--- config.mk ---
export PLATFORM = sky130hd
export DESIGN_NAME = form_urlencoded_decoder
export DESIGN_NICKNAME = d
export VERILOG_FILES = /design/src/hw/rtl/fud_pkg.sv /design/src/hw/rtl/fud_step.sv /design/src/hw/rtl/form_urlencoded_decoder.sv
export SDC_FILE = /design/constraint.sdc
export NUM_CORES = 1
export LEC_CHECK = 0
export BUFFER_PORTS_ARGS = -buffer_cell sky130_fd_sc_hd__buf_4
export CELL_PAD_IN_SITES_DETAIL_PLACEMENT = 0
export CELL_PAD_IN_SITES_GLOBAL_PLACEMENT = 1
export CORE_ASPECT_RATIO = 0.8
export CORE_UTILIZATION = 35
export CTS_CLUSTER_SIZE = 24
export DETAILED_ROUTE_END_ITERATION = 8
export PLACE_DENSITY = 0.73
export SLEW_MARGIN = 20
export SYNTH_ARGS = -nofsm -noshare
export SYNTH_HDL_FRONTEND = slang
export SYNTH_SLANG_ARGS = --single-unit
--- constraint.sdc ---
create_clock -name clk_i -period 12.4 [get_ports clk_i]
set_input_delay 1.24 -clock clk_i [delete_from_list [all_inputs] [get_ports clk_i]]
set_output_delay 1.24 -clock clk_i [all_outputs]
set_load 0.01 [all_outputs]
--- src/hw/rtl/fud_pkg.sv ---
// shared types, constants and helpers of the form body decoder
package fud_pkg;

  localparam int unsigned PairCountMaxDefault = 256;
  localparam int unsigned BudgetMaxDefault    = 65535;

  localparam int unsigned CfgDataW  = 16;
  localparam int unsigned CfgIdxW   = 2;
  localparam int unsigned MaxPairsW = 9;
  localparam int unsigned BudgetW   = 16;

  localparam logic [MaxPairsW-1:0] MaxPairsReset = 9'd16;
  localparam logic [BudgetW-1:0]   BudgetReset   = 16'd4096;

  localparam logic [CfgIdxW-1:0] CFG_MAX_PAIRS   = 2'd0;
  localparam logic [CfgIdxW-1:0] CFG_BYTE_BUDGET = 2'd1;

  localparam logic [7:0] CHAR_PERCENT = 8'h25;
  localparam logic [7:0] CHAR_EQUALS  = 8'h3d;
  localparam logic [7:0] CHAR_AMP     = 8'h26;
  localparam logic [7:0] CHAR_ZERO    = 8'h30;
  localparam logic [7:0] CHAR_NINE    = 8'h39;
  localparam logic [7:0] CHAR_UP_A    = 8'h41;
  localparam logic [7:0] CHAR_UP_F    = 8'h46;
  localparam logic [7:0] CHAR_LO_A    = 8'h61;
  localparam logic [7:0] CHAR_LO_F    = 8'h66;
  localparam logic [7:0] HEX_TEN      = 8'd10;

  typedef enum logic [2:0] {
    MODE_KEY   = 3'b001,
    MODE_VALUE = 3'b010,
    MODE_STOP  = 3'b100
  } mode_e;

  typedef enum logic [2:0] {
    ESC_IDLE = 3'b001,
    ESC_HIGH = 3'b010,
    ESC_LOW  = 3'b100
  } esc_e;

  typedef enum logic [2:0] {
    ST_OK         = 3'd0,
    ST_NO_EQUALS  = 3'd1,
    ST_EQUALS_END = 3'd2,
    ST_ESC_CUT    = 3'd3,
    ST_BAD_HEX    = 3'd4,
    ST_BUDGET     = 3'd5,
    ST_PAIR_LIMIT = 3'd6
  } status_e;

  typedef struct packed {
    logic [7:0] out_byte;
    logic       out_valid;
    logic       out_is_value;
    logic       field_end;
    logic       pair_end;
    logic       body_end;
    status_e    status;
  } result_t;

  typedef struct packed {
    logic       ok;
    logic [3:0] nibble;
  } hex_t;

  function automatic hex_t hex_value(input logic [7:0] c);
    hex_t       h;
    logic [7:0] t;
    h = '0;
    t = '0;
    if (c >= CHAR_ZERO && c <= CHAR_NINE) begin
      t = c - CHAR_ZERO;
      h.ok = 1'b1;
    end else if (c >= CHAR_UP_A && c <= CHAR_UP_F) begin
      t = c - CHAR_UP_A + HEX_TEN;
      h.ok = 1'b1;
    end else if (c >= CHAR_LO_A && c <= CHAR_LO_F) begin
      t = c - CHAR_LO_A + HEX_TEN;
      h.ok = 1'b1;
    end
    h.nibble = t[3:0];
    return h;
  endfunction

endpackage

--- src/hw/rtl/fud_step.sv ---
// next-state and result logic for one body byte
module fud_step #(
  parameter int unsigned PW = 9,
  parameter int unsigned BW = 16
) (
  input  logic [7:0]       in_byte_i,
  input  logic             last_byte_i,
  input  logic [PW-1:0]    limit_i,
  input  logic [BW-1:0]    budget_i,
  input  fud_pkg::mode_e   mode_i,
  input  fud_pkg::esc_e    esc_i,
  input  logic [3:0]       nib_i,
  input  logic [PW-1:0]    pairs_i,
  input  logic [BW-1:0]    bytes_i,
  output fud_pkg::mode_e   mode_o,
  output fud_pkg::esc_e    esc_o,
  output logic [3:0]       nib_o,
  output logic [PW-1:0]    pairs_o,
  output logic [BW-1:0]    bytes_o,
  output logic             res_en_o,
  output fud_pkg::result_t res_o
);

  fud_pkg::hex_t    hv;
  logic             fail_en;
  fud_pkg::status_e fail_code;
  logic             data_en;
  logic [7:0]       data;
  logic             rearm;
  logic [BW:0]      need_one;
  logic [BW:0]      need_two;
  logic [BW:0]      budget_ext;

  assign hv         = fud_pkg::hex_value(in_byte_i);
  assign need_one   = {1'b0, bytes_i} + {{BW{1'b0}}, 1'b1};
  assign need_two   = {1'b0, bytes_i} + (BW + 1)'(2);
  assign budget_ext = {1'b0, budget_i};

  always_comb begin
    mode_o    = mode_i;
    esc_o     = esc_i;
    nib_o     = nib_i;
    pairs_o   = pairs_i;
    bytes_o   = bytes_i;
    res_en_o  = 1'b0;
    res_o     = '0;
    fail_en   = 1'b0;
    fail_code = fud_pkg::ST_OK;
    data_en   = 1'b0;
    data      = '0;
    rearm     = 1'b0;

    if (mode_i == fud_pkg::MODE_STOP) begin
      rearm = last_byte_i;
    end else if (mode_i == fud_pkg::MODE_KEY && pairs_i >= limit_i) begin
      fail_en   = 1'b1;
      fail_code = fud_pkg::ST_PAIR_LIMIT;
    end else begin
      unique case (esc_i)
        fud_pkg::ESC_HIGH: begin
          if (last_byte_i) begin
            fail_en   = 1'b1;
            fail_code = fud_pkg::ST_ESC_CUT;
          end else if (!hv.ok) begin
            fail_en   = 1'b1;
            fail_code = fud_pkg::ST_BAD_HEX;
          end else begin
            nib_o = hv.nibble;
            esc_o = fud_pkg::ESC_LOW;
          end
        end
        fud_pkg::ESC_LOW: begin
          if (!hv.ok) begin
            fail_en   = 1'b1;
            fail_code = fud_pkg::ST_BAD_HEX;
          end else begin
            data    = {nib_i, hv.nibble};
            data_en = 1'b1;
            esc_o   = fud_pkg::ESC_IDLE;
            nib_o   = '0;
          end
        end
        default: begin
          if (in_byte_i == fud_pkg::CHAR_PERCENT) begin
            if (last_byte_i) begin
              fail_en   = 1'b1;
              fail_code = fud_pkg::ST_ESC_CUT;
            end else begin
              esc_o = fud_pkg::ESC_HIGH;
            end
          end else if (in_byte_i == fud_pkg::CHAR_EQUALS && mode_i == fud_pkg::MODE_KEY) begin
            if (last_byte_i) begin
              fail_en   = 1'b1;
              fail_code = fud_pkg::ST_EQUALS_END;
            end else if (need_one > budget_ext) begin
              fail_en   = 1'b1;
              fail_code = fud_pkg::ST_BUDGET;
            end else begin
              bytes_o         = need_one[BW-1:0];
              res_en_o        = 1'b1;
              res_o.field_end = 1'b1;
              mode_o          = fud_pkg::MODE_VALUE;
            end
          end else if (in_byte_i == fud_pkg::CHAR_AMP) begin
            if (mode_i == fud_pkg::MODE_KEY) begin
              fail_en   = 1'b1;
              fail_code = fud_pkg::ST_NO_EQUALS;
            end else if (need_one > budget_ext) begin
              fail_en   = 1'b1;
              fail_code = fud_pkg::ST_BUDGET;
            end else begin
              bytes_o            = need_one[BW-1:0];
              pairs_o            = pairs_i + {{(PW-1){1'b0}}, 1'b1};
              res_en_o           = 1'b1;
              res_o.out_is_value = 1'b1;
              res_o.field_end    = 1'b1;
              res_o.pair_end     = 1'b1;
              res_o.body_end     = last_byte_i;
              mode_o             = fud_pkg::MODE_KEY;
              rearm              = last_byte_i;
            end
          end else begin
            data    = in_byte_i;
            data_en = 1'b1;
          end
        end
      endcase

      if (data_en) begin
        if (mode_i == fud_pkg::MODE_KEY && last_byte_i) begin
          fail_en   = 1'b1;
          fail_code = fud_pkg::ST_NO_EQUALS;
        end else if (need_two > budget_ext) begin
          fail_en   = 1'b1;
          fail_code = fud_pkg::ST_BUDGET;
        end else begin
          bytes_o            = last_byte_i ? need_two[BW-1:0] : need_one[BW-1:0];
          res_en_o           = 1'b1;
          res_o.out_byte     = data;
          res_o.out_valid    = 1'b1;
          res_o.out_is_value = (mode_i == fud_pkg::MODE_VALUE);
          res_o.field_end    = last_byte_i;
          res_o.pair_end     = last_byte_i;
          res_o.body_end     = last_byte_i;
          rearm              = last_byte_i;
        end
      end
    end

    if (fail_en) begin
      res_en_o       = 1'b1;
      res_o          = '0;
      res_o.status   = fail_code;
      res_o.body_end = last_byte_i;
      if (last_byte_i) begin
        rearm = 1'b1;
      end else begin
        mode_o = fud_pkg::MODE_STOP;
      end
    end

    if (rearm) begin
      mode_o  = fud_pkg::MODE_KEY;
      esc_o   = fud_pkg::ESC_IDLE;
      nib_o   = '0;
      pairs_o = '0;
      bytes_o = '0;
    end
  end

endmodule

--- src/hw/rtl/form_urlencoded_decoder.sv ---
// form body decoder top level: config, parse state and result register
//
//   channel  direction  handshake                 payload
//   in       input      in_valid_i / in_ready_o   in_byte_i, last_byte_i
//   result   output     res_valid_o / res_ready_i out_byte_o .. status_o
//   cfg      input      cfg_we_i                  cfg_idx_i, cfg_wdata_i
//
// one byte per cycle unless stalled; a byte's result is in the register
// the cycle after its transaction; bytes giving no result only update state.
// the parse state and the result register are the only loop: a new byte is
// taken whenever the result register is empty or being drained this cycle.
// reset returns the parse state to key mode and the registers to 16 / 4096.
// a stalled result holds in_ready_o low until it is taken.
module form_urlencoded_decoder #(
  parameter int unsigned PAIR_COUNT_MAX = fud_pkg::PairCountMaxDefault,
  parameter int unsigned BUDGET_MAX     = fud_pkg::BudgetMaxDefault
) (
  input  logic                         clk_i,
  input  logic                         rst_ni,
  input  logic                         cfg_we_i,
  input  logic [fud_pkg::CfgIdxW-1:0]  cfg_idx_i,
  input  logic [fud_pkg::CfgDataW-1:0] cfg_wdata_i,
  input  logic                         in_valid_i,
  output logic                         in_ready_o,
  input  logic [7:0]                   in_byte_i,
  input  logic                         last_byte_i,
  output logic                         res_valid_o,
  input  logic                         res_ready_i,
  output logic [7:0]                   out_byte_o,
  output logic                         out_valid_o,
  output logic                         out_is_value_o,
  output logic                         field_end_o,
  output logic                         pair_end_o,
  output logic                         body_end_o,
  output logic [2:0]                   status_o
);

  localparam int unsigned PW   = $clog2(PAIR_COUNT_MAX + 1);
  localparam int unsigned BW   = $clog2(BUDGET_MAX + 1);
  localparam int unsigned LimW = (PW > fud_pkg::MaxPairsW) ? PW : fud_pkg::MaxPairsW;
  localparam int unsigned BudW = (BW > fud_pkg::BudgetW) ? BW : fud_pkg::BudgetW;

  logic [fud_pkg::MaxPairsW-1:0] max_pairs_q;
  logic [fud_pkg::BudgetW-1:0]   budget_q;

  fud_pkg::mode_e   mode_q, mode_d;
  fud_pkg::esc_e    esc_q, esc_d;
  logic [3:0]       nib_q, nib_d;
  logic [PW-1:0]    pairs_q, pairs_d;
  logic [BW-1:0]    bytes_q, bytes_d;

  logic             res_vld_q;
  fud_pkg::result_t res_q;
  fud_pkg::result_t res_d;
  logic             res_en;

  logic [LimW-1:0]  limit_full;
  logic [BudW-1:0]  budget_full;
  logic [PW-1:0]    limit;
  logic [BW-1:0]    budget;
  logic             in_fire;

  assign limit_full  = (LimW'(max_pairs_q) < LimW'(PAIR_COUNT_MAX)) ?
                       LimW'(max_pairs_q) : LimW'(PAIR_COUNT_MAX);
  assign budget_full = (BudW'(budget_q) < BudW'(BUDGET_MAX)) ?
                       BudW'(budget_q) : BudW'(BUDGET_MAX);
  assign limit       = limit_full[PW-1:0];
  assign budget      = budget_full[BW-1:0];

  assign in_ready_o = !res_vld_q || res_ready_i;
  assign in_fire    = in_valid_i && in_ready_o;

  fud_step #(
    .PW (PW),
    .BW (BW)
  ) u_step (
    .in_byte_i   (in_byte_i),
    .last_byte_i (last_byte_i),
    .limit_i     (limit),
    .budget_i    (budget),
    .mode_i      (mode_q),
    .esc_i       (esc_q),
    .nib_i       (nib_q),
    .pairs_i     (pairs_q),
    .bytes_i     (bytes_q),
    .mode_o      (mode_d),
    .esc_o       (esc_d),
    .nib_o       (nib_d),
    .pairs_o     (pairs_d),
    .bytes_o     (bytes_d),
    .res_en_o    (res_en),
    .res_o       (res_d)
  );

  always_ff @(posedge clk_i or negedge rst_ni) begin
    if (!rst_ni) begin
      max_pairs_q <= fud_pkg::MaxPairsReset;
      budget_q    <= fud_pkg::BudgetReset;
    end else if (cfg_we_i) begin
      if (cfg_idx_i == fud_pkg::CFG_MAX_PAIRS) begin
        max_pairs_q <= cfg_wdata_i[fud_pkg::MaxPairsW-1:0];
      end else if (cfg_idx_i == fud_pkg::CFG_BYTE_BUDGET) begin
        budget_q <= cfg_wdata_i[fud_pkg::BudgetW-1:0];
      end
    end
  end

  always_ff @(posedge clk_i or negedge rst_ni) begin
    if (!rst_ni) begin
      mode_q  <= fud_pkg::MODE_KEY;
      esc_q   <= fud_pkg::ESC_IDLE;
      nib_q   <= '0;
      pairs_q <= '0;
      bytes_q <= '0;
    end else if (in_fire) begin
      mode_q  <= mode_d;
      esc_q   <= esc_d;
      nib_q   <= nib_d;
      pairs_q <= pairs_d;
      bytes_q <= bytes_d;
    end
  end

  always_ff @(posedge clk_i or negedge rst_ni) begin
    if (!rst_ni) begin
      res_vld_q <= 1'b0;
    end else if (in_fire) begin
      res_vld_q <= res_en;
    end else if (res_ready_i) begin
      res_vld_q <= 1'b0;
    end
  end

  always_ff @(posedge clk_i) begin
    if (in_fire && res_en) begin
      res_q <= res_d;
    end
  end

  assign res_valid_o    = res_vld_q;
  assign out_byte_o     = res_q.out_byte;
  assign out_valid_o    = res_q.out_valid;
  assign out_is_value_o = res_q.out_is_value;
  assign field_end_o    = res_q.field_end;
  assign pair_end_o     = res_q.pair_end;
  assign body_end_o     = res_q.body_end;
  assign status_o       = res_q.status;

endmodule
==> summary.md <==
| Metric | Value |
|---|---|
| Status | `finished clean` |
| Port Buf Inserts | `49` |
| First-pass GRT wire length | `~25 mm` |
| Share of cells above drive strength 1 | `19.2%` |
| Syn_nets | `673` |
| Crit path kind | `reg -> reg` |
| Initial antenna violation count | `0` |
| Clk Latency, worst-skew pair | `~0.35 ns` |
| Commonest non-fill, non-tap cells in the layout | `dfrtp_1 (57), buf_4 (53), nand2_1 (51)` |
| Initial Utilization | `a little over a third` |
| Asr flop ratio synth | `79.2%` |
| Most common cell after layout, fill and taps aside | `dfrtp_1` |
| HPWL after DPL | `11.5 mm` |
| Placed cells | `840` |
| Largest net degree at the start of global routing | `between 60 and 70` |
| Die area | `between 15000 and 20000 µm²` |
| HP Class | `reg -> reg` |
| Final setup skew | `slightly above 0.007 ns` |
| Post-layout util | `41.2%` |
| Library cells used by synthesis | `81` |
| Total routed wirelength | `between 15 and 20 mm` |
| Wire length per cell | `17.7 µm` |
| CTS tree | `done` |
| Pwr Total | `between 900 and 1000 µW` |
| Die X | `between 100 and 150 µm` |
| Flops & latches, synth | `77` |
| Maximum clock rate | `between 150 and 200 MHz` |
| Drc violations | `0` |
| Clock slew at reported path FFs | `0.06 ns` |
| Post-CTS resize count | `0` |
| # diodes | `0` |
| RSZ-0062 raised after global routing | `no` |
| Worst EP arrival | `roughly 5.2 ns` |
| Sequential share of the synthesized area | `35.7%` |
| Sink Count | `77` |
| Endpoints failing setup | `0` |
| NumNets Final | `~700` |
| Slew Limit Fails | `0` |
| Worst Setup End Kind | `register` |
| Yosys warning count | `0` |
| Worst-Margin Slew | `0.968 ns` |
| EDFF count, synth | `16` |
| Die height | `between 100 and 150 µm` |
| Mapped Cells | `597` |
| Main flop type after synthesis | `dfrtp_1` |
| CTS buffer count | `9` |
| Fillcell total | `~1600` |
| Longest Clk Path Bufs | `2` |
| PD cells | `approximately 140 nW/µm²` |
| Final Hold Fails | `0` |
| Core area | `15700 µm²` |
| Total Routing Usage GR | `19.4%` |
| DR vias | `4799` |
| Routability cong. | `just over 0.9` |
| # H-tree levels | `3` |
| P_leak | `0.00285 µW` |
| Slew headroom | `35.2%` |
| Crit-path max FO | `16` |
| Final non-filler cell total | `856` |
| Setup TNS | `0 ns` |
| I/O pin count | `50` |
| 1st-pass router iterations | `5` |
| Startpoint Class | `register` |
| CTS root buffer | `clkbuf_16` |
| Std-Cell Rows | `41` |
| Postcts setup bufs | `0` |
| Post-Syn Area per Cell | `9.43 µm²` |
| Synthesized cell area | `5630 µm²` |
| Worst EP required | `12.37 ns` |
| Post-route minimum period | `about 5.2 ns` |
| Routed Antenna Nets | `0` |
| Via density | `between 5 and 6` |
| Tcrit/Tclk final | `42.0%` |
| CTS Hold Buffers Added | `0` |
| GR Overflow Total | `0` |
| Max IR drop VDD | `0.108 mV` |
| Max Cap Violations | `0` |
| DRT iter0 DRCs | `378` |
| Area growth from synthesis to layout | `15.3%` |
| Vias in the first global route | `approximately 4600` |
## registers in the layout, indices dropped and copies added (netlist names), 3 cells and up
register / count
budget_q: 16
bytes_q: 16
max_pairs_q: 9
pairs_q: 9
out_byte_o: 8
nib_q: 4
esc_q: 3
mode_q: 3
status_o: 3
## cell type report
type / count / area, µm² / share of cell area (%)
Inverter: 31 / 116 / 1.79
Clock buffer: 9 / 225 / 3.47
Clock inverter: 7 / 66.3 / 1.02
Multi-Input combinational cell: 464 / 3410 / 52.5
Timing Repair Buffer: 53 / 398 / 6.13
Sequential cell: 77 / 2010 / 31.0
Tap cell: 215 / 269 / 4.14
## cells by family (layout without fill, tap and decap cells)
group / after synthesis / after routing / share of synthesized area (%)
and+or+nand+nor: 210 / 210 / 20.4
AOI/OAI and AO/OA: 141 / 141 / 18.3
DFF: 77 / 77 / 35.7
buffers and inverters: 56 / 100 / 3.98
adders and majority gates: 44 / 44 / 9.78
xor gates and xnor gates: 43 / 43 / 6.69
muxes: 26 / 26 / 5.18
## synthesized netlist by cell type, drive strengths merged, types with 3 or more instances
master	n	share of area (%)
a2111oi	3	0.47
or2	3	0.38
a22o	3	0.47
a21oi	24	2.4
nand2	54	3.8
o21ai	35	3.1
nor4	7	1.2
a211oi	5	0.67
and4	3	0.47
a22oi	5	0.67
xor2	24	3.7
a31oi	7	0.78
o21a	4	0.56
buf	10	0.91
inv	30	2.0
o22ai	4	0.44
dfstp	4	1.9
and2	7	0.78
o31ai	7	0.93
ha	44	9.8
and3	13	1.4
a21o	6	0.80
nand4	13	1.4
xnor2	19	3.0
nor3	12	1.2
clkbuf	15	1.0
nand3	25	2.4
mux2	25	5.0
edfxtp	16	8.5
nor2	45	3.1
dfrtp	57	25
nand2b	8	0.89
nor3b	3	0.60
nor2b	5	0.56
a32o	9	1.6
o311ai	3	0.78
nor4b	6	1.3
a2bb2oi	3	0.47
## final timing paths
kind	startpoint	endpoint	slack, ns	depth (start not counted)
hold reg to reg	max_pairs_q[1]$_DFFE_PN0P_	max_pairs_q[1]$_DFFE_PN0P_	0.51	1
max in group asynchronous	rst_ni	mode_q[2]$_DFFE_PN0P_	10.88	1
hold / removal	max_pairs_q[1]$_DFFE_PN0P_	max_pairs_q[1]$_DFFE_PN0P_	0.51	1
setup / recovery	bytes_q[0]$_DFFE_PN0P_	out_byte_o[5]$_SDFFCE_PP0P_	7.19	15
min in group asynchronous	rst_ni	budget_q[8]$_DFFE_PN0P_	0.99	1
setup reg to reg	bytes_q[0]$_DFFE_PN0P_	out_byte_o[5]$_SDFFCE_PP0P_	7.19	15
## stage by stage
stage	instance area (µm²)	setup slack, ns	hold slack (ns)
2_1_floorplan	5630	7.37	0.466
3_3_place_gp	6200	7.29	0.490
3_5_place_dp	6200	6.98	0.495
4_1_cts	6490	6.92	0.509
5_1_grt	6490	6.71	0.528
6_report	6490	7.19	0.508
## routing by layer
layer  vias up  global-route usage (%)  routed length (µm)
met2       151                    28.4                6480
li1       2295                       -                   -
met1      2341                    28.8                7550
met4         0                    4.47                 152
met3        12                    4.42                 962
met5         -                       0                   0
## critical path, stage by stage, from the launching register on
cell	delay [ns]
dfrtp_1	0.58
ha_1	0.30
nand3_2	0.19
or2_2	0.40
nor2_1	0.30
xor2_1	0.19
ha_1	0.27
a211oi_1	0.22
o21ai_0	0.16
a311oi_1	0.42
o211ai_1	0.24
and2_1	0.28
nor2_1	0.22
a21oi_1	0.18
and2_1	0.24
nor3_4	0.62
## power by group
group          internal [µW]  leakage, µW  total [µW]  switching (µW)
logic                    131      0.00177         318             187
clock network            155     0.000145         261             107
registers                312     0.000935         351            38.4
total                    598      0.00285         930             332
(Power assumes the default switching activity.)
